<file path="src/design/itp_pkg.sv">
// Shared types, codes and sizes for the infix to postfix converter.
// No dependencies; imported by the top level.
`timescale 1ns / 1ps

package itp_pkg;

    // Sizes
    localparam int STACK_DEPTH = 16;
    localparam int TAG_WIDTH   = 32;
    localparam int IDX_W       = $clog2(STACK_DEPTH);
    localparam int CNT_W       = $clog2(STACK_DEPTH + 1);

    // Tag bits kept from the 32-bit field
    localparam logic [31:0] TAG_MASK = (TAG_WIDTH >= 32) ? 32'hFFFF_FFFF
                                       : 32'((64'd1 << TAG_WIDTH) - 64'd1);

    typedef logic [1:0] cmd_t;
    typedef logic [2:0] op_t;
    typedef logic [1:0] kind_t;
    typedef logic [1:0] err_t;
    typedef logic [1:0] prec_t;

    // Token commands
    localparam cmd_t CMD_OPERAND  = 2'd0;
    localparam cmd_t CMD_OPERATOR = 2'd1;
    localparam cmd_t CMD_END      = 2'd2;

    // Operator codes
    localparam op_t OP_ADD   = 3'd0;
    localparam op_t OP_SUB   = 3'd1;
    localparam op_t OP_MUL   = 3'd2;
    localparam op_t OP_DIV   = 3'd3;
    localparam op_t OP_POW   = 3'd4;
    localparam op_t OP_MOD   = 3'd5;
    localparam op_t OP_OPEN  = 3'd6;
    localparam op_t OP_CLOSE = 3'd7;

    // Result kinds
    localparam kind_t KIND_OPERAND  = 2'd0;
    localparam kind_t KIND_OPERATOR = 2'd1;
    localparam kind_t KIND_NONE     = 2'd2;

    // Fault codes
    localparam err_t ERR_NONE            = 2'd0;
    localparam err_t ERR_OVERFLOW        = 2'd1;
    localparam err_t ERR_UNMATCHED_CLOSE = 2'd2;
    localparam err_t ERR_UNMATCHED_OPEN  = 2'd3;

    // Binding strength; the opening parenthesis binds weakest
    function automatic prec_t precedence(input op_t op);
        prec_t p;
        case (op)
            OP_POW:                 p = 2'd3;
            OP_MUL, OP_DIV, OP_MOD: p = 2'd2;
            OP_ADD, OP_SUB:         p = 2'd1;
            default:                p = 2'd0;
        endcase
        return p;
    endfunction

endpackage

</file>
<file path="src/design/itp_ram.sv">
// Generic single-write, single-read RAM with a registered read port.
// No dependencies; holds the operator stack of the converter.
`timescale 1ns / 1ps

module itp_ram #(
    parameter int WIDTH = 8,
    parameter int DEPTH = 16
) (
    input  logic                     aclk,
    input  logic                     we,
    input  logic [$clog2(DEPTH)-1:0] waddr,
    input  logic [WIDTH-1:0]         wdata,
    input  logic                     re,
    input  logic [$clog2(DEPTH)-1:0] raddr,
    output logic [WIDTH-1:0]         rdata
);

    logic [WIDTH-1:0] mem [DEPTH];

    // Write on enable, register read data on enable
    always_ff @(posedge aclk) begin
        if (we) begin
            mem[waddr] <= wdata;
        end
        if (re) begin
            rdata <= mem[raddr];
        end
    end

endmodule

</file>
<file path="src/design/infix_to_postfix_converter.sv">
// Shunting-yard infix to postfix converter: top level with the stack sequencer.
// Depends on itp_pkg and on itp_ram for the operator stack.
// An operand item's result is registered and appears in the cycle after acceptance.
// An operator item is accepted, then stack entries are examined in ST_EVAL (one stack
//   RAM read each, waiting while the output is full) and ST_FIN closes its results.
// Results leave through an output register; items are taken only while it can load.
// Reset: stack count cleared, stack RAM contents left undefined, no clearing pass.
`timescale 1ns / 1ps

module infix_to_postfix_converter (
    input  logic                aclk,
    input  logic                aresetn,
    input  logic                s_tvalid,
    output logic                s_tready,
    input  logic [39:0]         s_tdata,   // op_code[2:0], operand_tag[34:3], zero pad
    input  itp_pkg::cmd_t       s_tuser,   // cmd[1:0]
    output logic                m_tvalid,
    input  logic                m_tready,
    output logic [39:0]         m_tdata,   // out_op[2:0], out_tag[34:3], error[36:35], pad
    output itp_pkg::kind_t      m_tuser,   // out_kind[1:0]
    output logic                m_tlast
);

    import itp_pkg::*;

    localparam logic [1:0] ST_IDLE = 2'd0;
    localparam logic [1:0] ST_EVAL = 2'd1;
    localparam logic [1:0] ST_FIN  = 2'd2;

    localparam logic [CNT_W-1:0] CNT_FULL = CNT_W'(STACK_DEPTH);
    localparam logic [CNT_W-1:0] CNT_ONE  = CNT_W'(1);

    // Control state
    logic [1:0]       state_reg, state_next;
    logic [CNT_W-1:0] count_reg, count_next;
    logic             hold_valid_reg, hold_valid_next;
    logic             m_valid_reg, m_valid_next;

    // Item and result context
    cmd_t  cmd_reg, cmd_next;
    op_t   op_reg, op_next;
    err_t  err_reg, err_next;
    op_t   hold_op_reg, hold_op_next;

    // Output payload
    kind_t       m_kind_reg;
    op_t         m_op_reg;
    logic [31:0] m_tag_reg;
    logic        m_last_reg;
    err_t        m_err_reg;

    // Stack RAM port
    logic             ram_we;
    logic [IDX_W-1:0] ram_waddr;
    op_t              ram_wdata;
    logic             ram_re;
    logic [IDX_W-1:0] ram_raddr;
    op_t              top_op;

    // Helpers
    logic             s_accept;
    logic             out_free;
    logic             out_load;
    kind_t            out_kind_d;
    op_t              out_op_d;
    logic [31:0]      out_tag_d;
    logic             out_last_d;
    err_t             out_err_d;
    logic [CNT_W-1:0] cnt_m1;
    logic [CNT_W-1:0] cnt_m2;
    logic             top_open;
    logic             pop_ok;
    logic             ev_emit;
    logic             ev_stop;
    op_t              in_op;
    logic [31:0]      in_tag;

    assign in_op  = s_tdata[2:0];
    assign in_tag = s_tdata[34:3] & TAG_MASK;

    assign out_free = !m_valid_reg || m_tready;
    assign s_tready = (state_reg == ST_IDLE) && out_free;
    assign s_accept = s_tvalid && s_tready;

    assign cnt_m1   = count_reg - CNT_ONE;
    assign cnt_m2   = count_reg - CNT_W'(2);
    assign top_open = (top_op == OP_OPEN);
    assign pop_ok   = !top_open && (precedence(top_op) >= precedence(op_reg))
                      && !((op_reg == OP_POW) && (top_op == OP_POW));

    itp_ram #(
        .WIDTH(3),
        .DEPTH(STACK_DEPTH)
    ) u_stack (
        .aclk (aclk),
        .we   (ram_we),
        .waddr(ram_waddr),
        .wdata(ram_wdata),
        .re   (ram_re),
        .raddr(ram_raddr),
        .rdata(top_op)
    );

    // Sequence one item: examine the stack top, pop, push, close the run
    always_comb begin
        state_next      = state_reg;
        count_next      = count_reg;
        hold_valid_next = hold_valid_reg;
        hold_op_next    = hold_op_reg;
        cmd_next        = cmd_reg;
        op_next         = op_reg;
        err_next        = err_reg;
        ram_we          = 1'b0;
        ram_waddr       = count_reg[IDX_W-1:0];
        ram_wdata       = op_reg;
        ram_re          = 1'b0;
        ram_raddr       = cnt_m1[IDX_W-1:0];
        out_load        = 1'b0;
        out_kind_d      = KIND_NONE;
        out_op_d        = OP_ADD;
        out_tag_d       = 32'd0;
        out_last_d      = 1'b1;
        out_err_d       = ERR_NONE;
        ev_emit         = 1'b0;
        ev_stop         = 1'b0;

        case (state_reg)
            ST_IDLE: begin
                if (s_accept) begin
                    cmd_next        = s_tuser;
                    op_next         = in_op;
                    err_next        = ERR_NONE;
                    hold_valid_next = 1'b0;
                    case (s_tuser)
                        CMD_OPERAND: begin
                            out_load   = 1'b1;
                            out_kind_d = KIND_OPERAND;
                            out_tag_d  = in_tag;
                        end
                        CMD_OPERATOR: begin
                            if (in_op == OP_CLOSE) begin
                                if (count_reg == '0) begin
                                    out_load  = 1'b1;
                                    out_err_d = ERR_UNMATCHED_CLOSE;
                                end else begin
                                    ram_re     = 1'b1;
                                    state_next = ST_EVAL;
                                end
                            end else if ((in_op == OP_OPEN) || (count_reg == '0)) begin
                                if (count_reg == CNT_FULL) begin
                                    out_load  = 1'b1;
                                    out_err_d = ERR_OVERFLOW;
                                end else begin
                                    ram_we     = 1'b1;
                                    ram_wdata  = in_op;
                                    count_next = count_reg + CNT_ONE;
                                end
                            end else begin
                                ram_re     = 1'b1;
                                state_next = ST_EVAL;
                            end
                        end
                        CMD_END: begin
                            if (count_reg != '0) begin
                                ram_re     = 1'b1;
                                state_next = ST_EVAL;
                            end
                        end
                        default: begin
                        end
                    endcase
                end
            end

            ST_EVAL: begin
                if (out_free) begin
                    if (cmd_reg == CMD_END) begin
                        // Flush: drop open parentheses, emit the rest
                        count_next = cnt_m1;
                        if (top_open) begin
                            err_next = ERR_UNMATCHED_OPEN;
                        end else begin
                            ev_emit = 1'b1;
                        end
                        ev_stop = (count_reg == CNT_ONE);
                    end else if (op_reg == OP_CLOSE) begin
                        // Unwind to the matching opening parenthesis
                        count_next = cnt_m1;
                        if (top_open) begin
                            ev_stop = 1'b1;
                        end else begin
                            ev_emit = 1'b1;
                            if (count_reg == CNT_ONE) begin
                                err_next = ERR_UNMATCHED_CLOSE;
                                ev_stop  = 1'b1;
                            end
                        end
                    end else if (pop_ok) begin
                        // Pop a stronger or equal operator; push into its slot if the stack drains
                        ev_emit = 1'b1;
                        if (count_reg == CNT_ONE) begin
                            ram_we    = 1'b1;
                            ram_waddr = '0;
                            ev_stop   = 1'b1;
                        end else begin
                            count_next = cnt_m1;
                        end
                    end else begin
                        // Push above the remaining entries
                        ev_stop = 1'b1;
                        if (count_reg == CNT_FULL) begin
                            err_next = ERR_OVERFLOW;
                        end else begin
                            ram_we     = 1'b1;
                            count_next = count_reg + CNT_ONE;
                        end
                    end

                    // Release the held result and hold the popped operator
                    if (ev_emit) begin
                        if (hold_valid_reg) begin
                            out_load   = 1'b1;
                            out_kind_d = KIND_OPERATOR;
                            out_op_d   = hold_op_reg;
                            out_last_d = 1'b0;
                        end
                        hold_valid_next = 1'b1;
                        hold_op_next    = top_op;
                    end

                    if (ev_stop) begin
                        state_next = (hold_valid_next || (err_next != ERR_NONE))
                                     ? ST_FIN : ST_IDLE;
                    end else begin
                        ram_re    = 1'b1;
                        ram_raddr = cnt_m2[IDX_W-1:0];
                    end
                end
            end

            ST_FIN: begin
                // Send the final result with the fault code
                if (out_free) begin
                    out_load        = 1'b1;
                    out_err_d       = err_reg;
                    hold_valid_next = 1'b0;
                    if (hold_valid_reg) begin
                        out_kind_d = KIND_OPERATOR;
                        out_op_d   = hold_op_reg;
                    end
                    state_next = ST_IDLE;
                end
            end

            default: begin
                state_next = ST_IDLE;
            end
        endcase
    end

    // Output valid: load on a new result, drop when taken
    always_comb begin
        if (out_load) begin
            m_valid_next = 1'b1;
        end else if (m_tready) begin
            m_valid_next = 1'b0;
        end else begin
            m_valid_next = m_valid_reg;
        end
    end

    // Control registers
    always_ff @(posedge aclk) begin
        if (!aresetn) begin
            state_reg      <= ST_IDLE;
            count_reg      <= '0;
            hold_valid_reg <= 1'b0;
            m_valid_reg    <= 1'b0;
        end else begin
            state_reg      <= state_next;
            count_reg      <= count_next;
            hold_valid_reg <= hold_valid_next;
            m_valid_reg    <= m_valid_next;
        end
    end

    // Context and payload registers
    always_ff @(posedge aclk) begin
        cmd_reg     <= cmd_next;
        op_reg      <= op_next;
        err_reg     <= err_next;
        hold_op_reg <= hold_op_next;
        if (out_load) begin
            m_kind_reg <= out_kind_d;
            m_op_reg   <= out_op_d;
            m_tag_reg  <= out_tag_d;
            m_last_reg <= out_last_d;
            m_err_reg  <= out_err_d;
        end
    end

    assign m_tvalid = m_valid_reg;
    assign m_tuser  = m_kind_reg;
    assign m_tlast  = m_last_reg;
    assign m_tdata  = {3'b000, m_err_reg, m_tag_reg, m_op_reg};

`ifndef SYNTHESIS
    // Stack count never passes the depth
    a_count_bound: assert property (@(posedge aclk) disable iff (!aresetn)
        count_reg <= CNT_FULL)
        else $error("stack count beyond depth");

    // No held result survives into the idle state
    a_hold_clear: assert property (@(posedge aclk) disable iff (!aresetn)
        (state_reg == ST_IDLE) |-> !hold_valid_reg)
        else $error("held result left behind");

    // Stack examination only runs on a non-empty stack
    a_eval_nonempty: assert property (@(posedge aclk) disable iff (!aresetn)
        (state_reg == ST_EVAL) |-> (count_reg != '0))
        else $error("stack read while empty");

    // An empty result carries a fault and closes its run
    a_none_has_err: assert property (@(posedge aclk) disable iff (!aresetn)
        (m_valid_reg && (m_kind_reg == KIND_NONE)) |-> (m_last_reg && (m_err_reg != ERR_NONE)))
        else $error("empty result without fault");

    // Faults only ride on the final result
    a_err_on_last: assert property (@(posedge aclk) disable iff (!aresetn)
        (m_valid_reg && (m_err_reg != ERR_NONE)) |-> m_last_reg)
        else $error("fault on a non-final result");

    // Closing cycle always hands a result to the output
    a_fin_loads: assert property (@(posedge aclk) disable iff (!aresetn)
        (state_reg == ST_FIN && out_free) |=> (m_valid_reg && m_last_reg))
        else $error("closing cycle sent nothing");
`endif

endmodule

</file>
<file path="config.mk">
export PLATFORM = sky130hd
export DESIGN_NAME = infix_to_postfix_converter
export DESIGN_NICKNAME = d
export VERILOG_FILES = /design/src/design/itp_pkg.sv /design/src/design/itp_ram.sv /design/src/design/infix_to_postfix_converter.sv
export SDC_FILE = /design/constraint.sdc
export NUM_CORES = 1
export LEC_CHECK = 0
export BUFFER_PORTS_ARGS = -buffer_cell sky130_fd_sc_hd__buf_2
export CELL_PAD_IN_SITES_DETAIL_PLACEMENT = 2
export CELL_PAD_IN_SITES_GLOBAL_PLACEMENT = 2
export CORE_MARGIN = 3
export CORE_UTILIZATION = 37
export DETAILED_ROUTE_END_ITERATION = 16
export MAX_ROUTING_LAYER = met4
export PLACE_DENSITY = 0.73
export SLEW_MARGIN = 0
export SYNTH_ARGS = -nofsm -noshare
export SYNTH_HDL_FRONTEND = slang
export SYNTH_HIERARCHICAL = 1
export SYNTH_SLANG_ARGS = --single-unit
</file>
<file path="constraint.sdc">
create_clock -name aclk -period 11.71 [get_ports aclk]
set_input_delay 3.513 -clock aclk [delete_from_list [all_inputs] [get_ports aclk]]
set_output_delay 3.513 -clock aclk [all_outputs]
set_load 0.01 [all_outputs]
</file>
## After elaboration in Yosys (flattened, before gate mapping)

Memories as Yosys holds them, arrays and structs flattened. A register that Yosys moved wholly into a read port is not among the register bits.
Index checks and enable logic that the tools add are counted.

| word-level totals | value |
|---|---|
| bits in writable memories | 48 |
| memories kept | 1 |
| flip-flop bits (word level) | 59 |

| operators by class | value |
|---|---|
| order comparisons | 1 |
| muxes and demuxes | 126 |
| reductions and logical operators | 32 |
| add/subtract/negate cells | 3 |
| equality and inequality tests | 33 |

Memories:

| memory | depth | width | read ports | clocked after Yosys merged registers in | wr ports | RTL line | source |
|---|---|---|---|---|---|---|---|
| u_stack.mem | 16 | 3 | 1 | 1 | 1 | itp_ram.sv:18 | `logic [WIDTH-1:0] mem [DEPTH];` |

Operators by type and width:

| kind | count |
|---|---|
| two-way mux 2 bit | 31 |
| two-way mux 1 bit | 51 |
| two-way mux 5 bit | 10 |
| two-way mux 4 bit | 9 |
| two-way mux 3 bit | 10 |
| == test 3 bit (second input constant) | 8 |
| case mux 2 bit (3 select lines) | 4 |
| == test 3 x 2 -> 1 bit (second input constant) | 4 |
| case mux 2 bit (2 select lines) | 3 |
| != test 2 bit (second input constant) | 5 |
| case mux 5 bit (2 select lines) | 1 |
| AND reduction 3 bit | 3 |
| != test 4 bit (second input constant) | 2 |
| case mux 1 bit (2 select lines) | 4 |
| AND reduction 8 bit | 1 |
| AND reduction 7 bit | 1 |
| == test 2 bit (second input constant) | 3 |
| == test 3 x 1 -> 1 bit (second input constant) | 2 |
| logical NOT 3 bit | 2 |
| case mux 1 bit (3 select lines) | 2 |
| case mux 3 bit (2 select lines) | 1 |
| nonzero test 2 bit | 3 |
| OR reduction 3 bit | 2 |
| adder 5 x 1 -> 5 bit (second input constant) | 1 |
| 20 further kinds | 32 |

## Longest topological paths before layout

| logic depth | value |
|---|---|
| word-level depth | 19 |
| gate-level depth with buffers | 14 |

## Cells and area by module

The synthesis kept the hierarchy.

Modules (own cells, without submodules):

| module | times used | cells an instance | area an instance (µm²) |
|---|---|---|---|
| infix_to_postfix_converter | 1 | 277 | 3,104.2 |
| itp_ram | 1 | 103 | 2,042.0 |

## Worst setup path after synthesis

Ideal clock, no wire load.

| path | value |
|---|---|
| path type | in2out |
| start point | in m_tready |
| end point | out s_tready |
| arrival time | 3.990 ns |
| required time | 8.197 ns |
| slack | 4.207 ns |
| path buffers | 1 |
| stages | 3 |
| path through | nand2b_1 > clkbuf_1 > and2_1 |

| on the way | value |
|---|---|
| word-level cells in the longest chain between the ends | 2 |

RTL lines:

| element | RTL line | source |
|---|---|---|
| from (decl) | infix_to_postfix_converter.sv:18 | `input logic m_tready,` |
| logical OR 1 bit | infix_to_postfix_converter.sv:81 | `assign out_free = !m_valid_reg \|\| m_tready;` |
| logical AND 1 bit | infix_to_postfix_converter.sv:82 | `assign s_tready = (state_reg == ST_IDLE) && out_free;` |
| to (decl) | infix_to_postfix_converter.sv:14 | `output logic s_tready,` |

No other way between the ends.

## Worst setup path in the final report

Ends and elaborated chain as after synthesis.

==> impl_metrics.py <==
metrics = {
    "clock_network": {
        "cts_tree": "built",
        "cts.repair_timing.setup_buffer_count": 0,
        "ctsHoldBuffers": 0,
        "clock_tree.buffer_depth": 2,
        "htree_num_levels": 3,
        "cts_num_sinks": 110,
        "cts.repair.resized": 0,
        "cts_buffers": 9,
        "ctsRootBufferMaster": "clkbuf_16",
        "cts.clk_slew.worst_paths_ns": 0.07,
        "clk-insertion-delay-late_ns": 0.35,
    },
    "place": {
        "dp_hpwl_mm": 9.86,
        "gp_congestion": 0.764,
        "placement.io_buffers": 82,
        "place_worst_setup_slack_ns": 3.96,
    },
    "sta": {
        "f_max_mhz": 129,
        "setup-tns-final_ns": 0,
        "period_minus_slack_ns": 7.75,
        "max_slew.worst_pin.slew_ns": 1.08,
        "max_slew_headroom_pct": 28.2,
        "final_max_slew_viol_count": 0,
        "hold_violations": 0,
        "post_route_clock_period_utilization_pct": 66.2,
        "setup_viol": 0,
        "fin_skew_ns": 0.00899,
        "timing.final.ws_setup_ns": 3.96,
        "rsz0062_at_grt": "false",
    },
    "critical_path": {
        "crit_path_start_kind": "input port",
        "r2r_start": "u_stack/rdata[1]$_DFFE_PP_",
        "critical_path_peak_fanout": 8,
        "required_time_at_the_worst_slack_endpoint_ns": 8.20,
        "critPathLaunch": "m_tready",
        "critical_path.endpoint_type": "output pin",
        "arrival_ns": 4.24,
        "path_class": "in2out",
    },
    "synthesis": {
        "synthCells": 380,
        "ys_dominant_reg_cell": "edfxtp_1",
        "synth_area_um2": 5150,
        "library_cells_used_by_synthesis": 59,
        "mean_post_synth_cell_area_um2": 13.5,
        "synth.yosys.warnings": 6,
        "synth.yosys.seq_area_share_pct": 62.4,
        "ys_seq_elements": 110,
        "synth_enable_flop_cells": 101,
        "asyncSetResetFlopFracSynth_pct": 0,
        "fraction_of_post_synthesis_cell_area_in_the_top_cell_type_by_area_pct": 58.9,
        "synth.area.top_cells": "edfxtp_1 (59%), and3_1 (4.3%), ha_1 (4.1%)",
        "synth_area_leader_cell": "edfxtp_1",
    },
    "final_layout": {
        "layout.nets": 522,
        "fraction_of_final_layout_cells_sized_beyond_drive_strength_1_pct": 25.0,
        "mostFrequentLayoutCell": "edfxtp_1",
        "layout.cells.most_common_list": "edfxtp_1 (101), buf_2 (82), and3_1 (35)",
        "final.fill_count": 1318,
        "area_growth_syn_to_layout_pct": 16.9,
        "layout.core_utilization_pct": 44.9,
        "antennaDiodeCount": 0,
        "largest_register_ffs": 48,
    },
    "power_and_ir_drop": {
        "worst_ir_drop_vdd_v": 0.000110,
        "power.density_nw_per_um2": 187,
        "cellLeakagePower_uw": 0.00234,
    },
    "route": {
        "vias": 3433,
        "route.detailed.wl_per_inst_um": 21.0,
        "postRouteWirelength_mm": 13.4,
        "antenna_violating_nets_post_route": 0,
        "drt_pre_antenna_iters": 4,
        "viasPerCell": 5.36,
        "drc": 0,
        "drt_first_iter_violations": 260,
    },
    "floorplanning": {
        "num_io_pins": 91,
        "coreArea_um2": 13400,
        "floorplan.die.height_um": 124,
        "initial_utilization_pct": 38.4,
        "num_rows": 42,
        "die-width_um": 124,
        "floorplan.die_area_um2": 15400,
    },
    "hold_path": {
        "class_of_the_tightest_hold_or_removal_check": "reg2reg",
        "min-delay-start": "u_stack/rdata[0]$_DFFE_PP_",
    },
    "job": {
        "max_cap_viols": 0,
    },
    "grt": {
        "groute.usage.overall_pct": 18.6,
        "grt_first_pass_wirelength_mm": 20.6,
        "antenna_found_initial": 0,
        "pin_count_of_the_biggest_net_entering_global_routing": 41,
        "gr-total-overflow": 0,
        "first_global_vias": 3662,
    },
    "run_status": {
        "status": "complete, no violations",
    },
}
worst max-delay path, stage by stage:
cell and delay (ns):
buf_2 0.10, nand2b_1 0.26, and2_1 0.23, buf_2 0.13
final timing paths:
kind | to | slack (ns) | cells after the start
max | s_tready | 3.96 | 4
min reg2reg | hold_op_reg[0]$_DFFE_PP_ | 0.48 | 0
max reg2reg | u_stack/rdata[2]$_DFFE_PP_ | 7.34 | 12
min | hold_op_reg[0]$_DFFE_PP_ | 0.48 | 0
through the flow:
step / hold slack, ns / area [µm²] / power (µW) / instances
2_1_floorplan: 0.431 / 5150 / 728 / 382
3_3_place_gp: 0.450 / 5730 / 818 / 624
3_5_place_dp: 0.465 / 5730 / 834 / 624
4_1_cts: 0.482 / 6020 / 1140 / 640
5_1_grt: 0.490 / 6020 / 1190 / 640
6_report: 0.482 / 6020 / 1120 / 640
cell type report:
cell class / count / area (µm²) / share of cell area (%)
Sequential cell: 110 / 3210 / 53.4
Multi-Input combinational cell: 239 / 1800 / 29.9
Timing Repair Buffer: 87 / 448 / 7.44
Clock buffer: 10 / 229 / 3.81
Tap cell: 176 / 220 / 3.66
Clock inverter: 6 / 60.1 / 0.998
Inverter: 12 / 45.0 / 0.749
power by group:
group	total (µW)	leakage, µW	switching, µW	internal, µW
Clock	301	0.000142	136	165
Sequential	501	0.00100	18.1	483
Combinational	322	0.00120	201	121
metal layers:
metal	wire length, µm	part of all wire (%)	track usage, %
met1	5550	41	21.8
met5	0	0	-
met3	638	4.7	5.04
met4	115	0.86	3.90
met2	7130	53	32.3
cells by family after synthesis:
family | after synthesis | share of synthesized area (%)
AND/OR/NAND/NOR | 141 | 14.5
buffers and inverters | 33 | 2.97
other | 1 | 0.0729
flip-flops | 110 | 62.4
multiplexers | 24 | 8.24
XOR/XNOR | 6 | 1.02
adder cells (fa/ha/maj) | 17 | 4.13
AO/OA/AOI/OAI | 48 | 6.64
synth_stat cells, types with 8 or more instances:
library cell / number
nand2_1: 24
edfxtp_1: 101
inv_1: 11
and3_1: 35
ha_1: 17
nor2_1: 34
mux2i_1: 9
a21oi_1: 10
nand3_1: 10
clkbuf_1: 14
dfxtp_1: 9
mux4_1: 8
No activity file was read; power rests on OpenSTA's default activity.
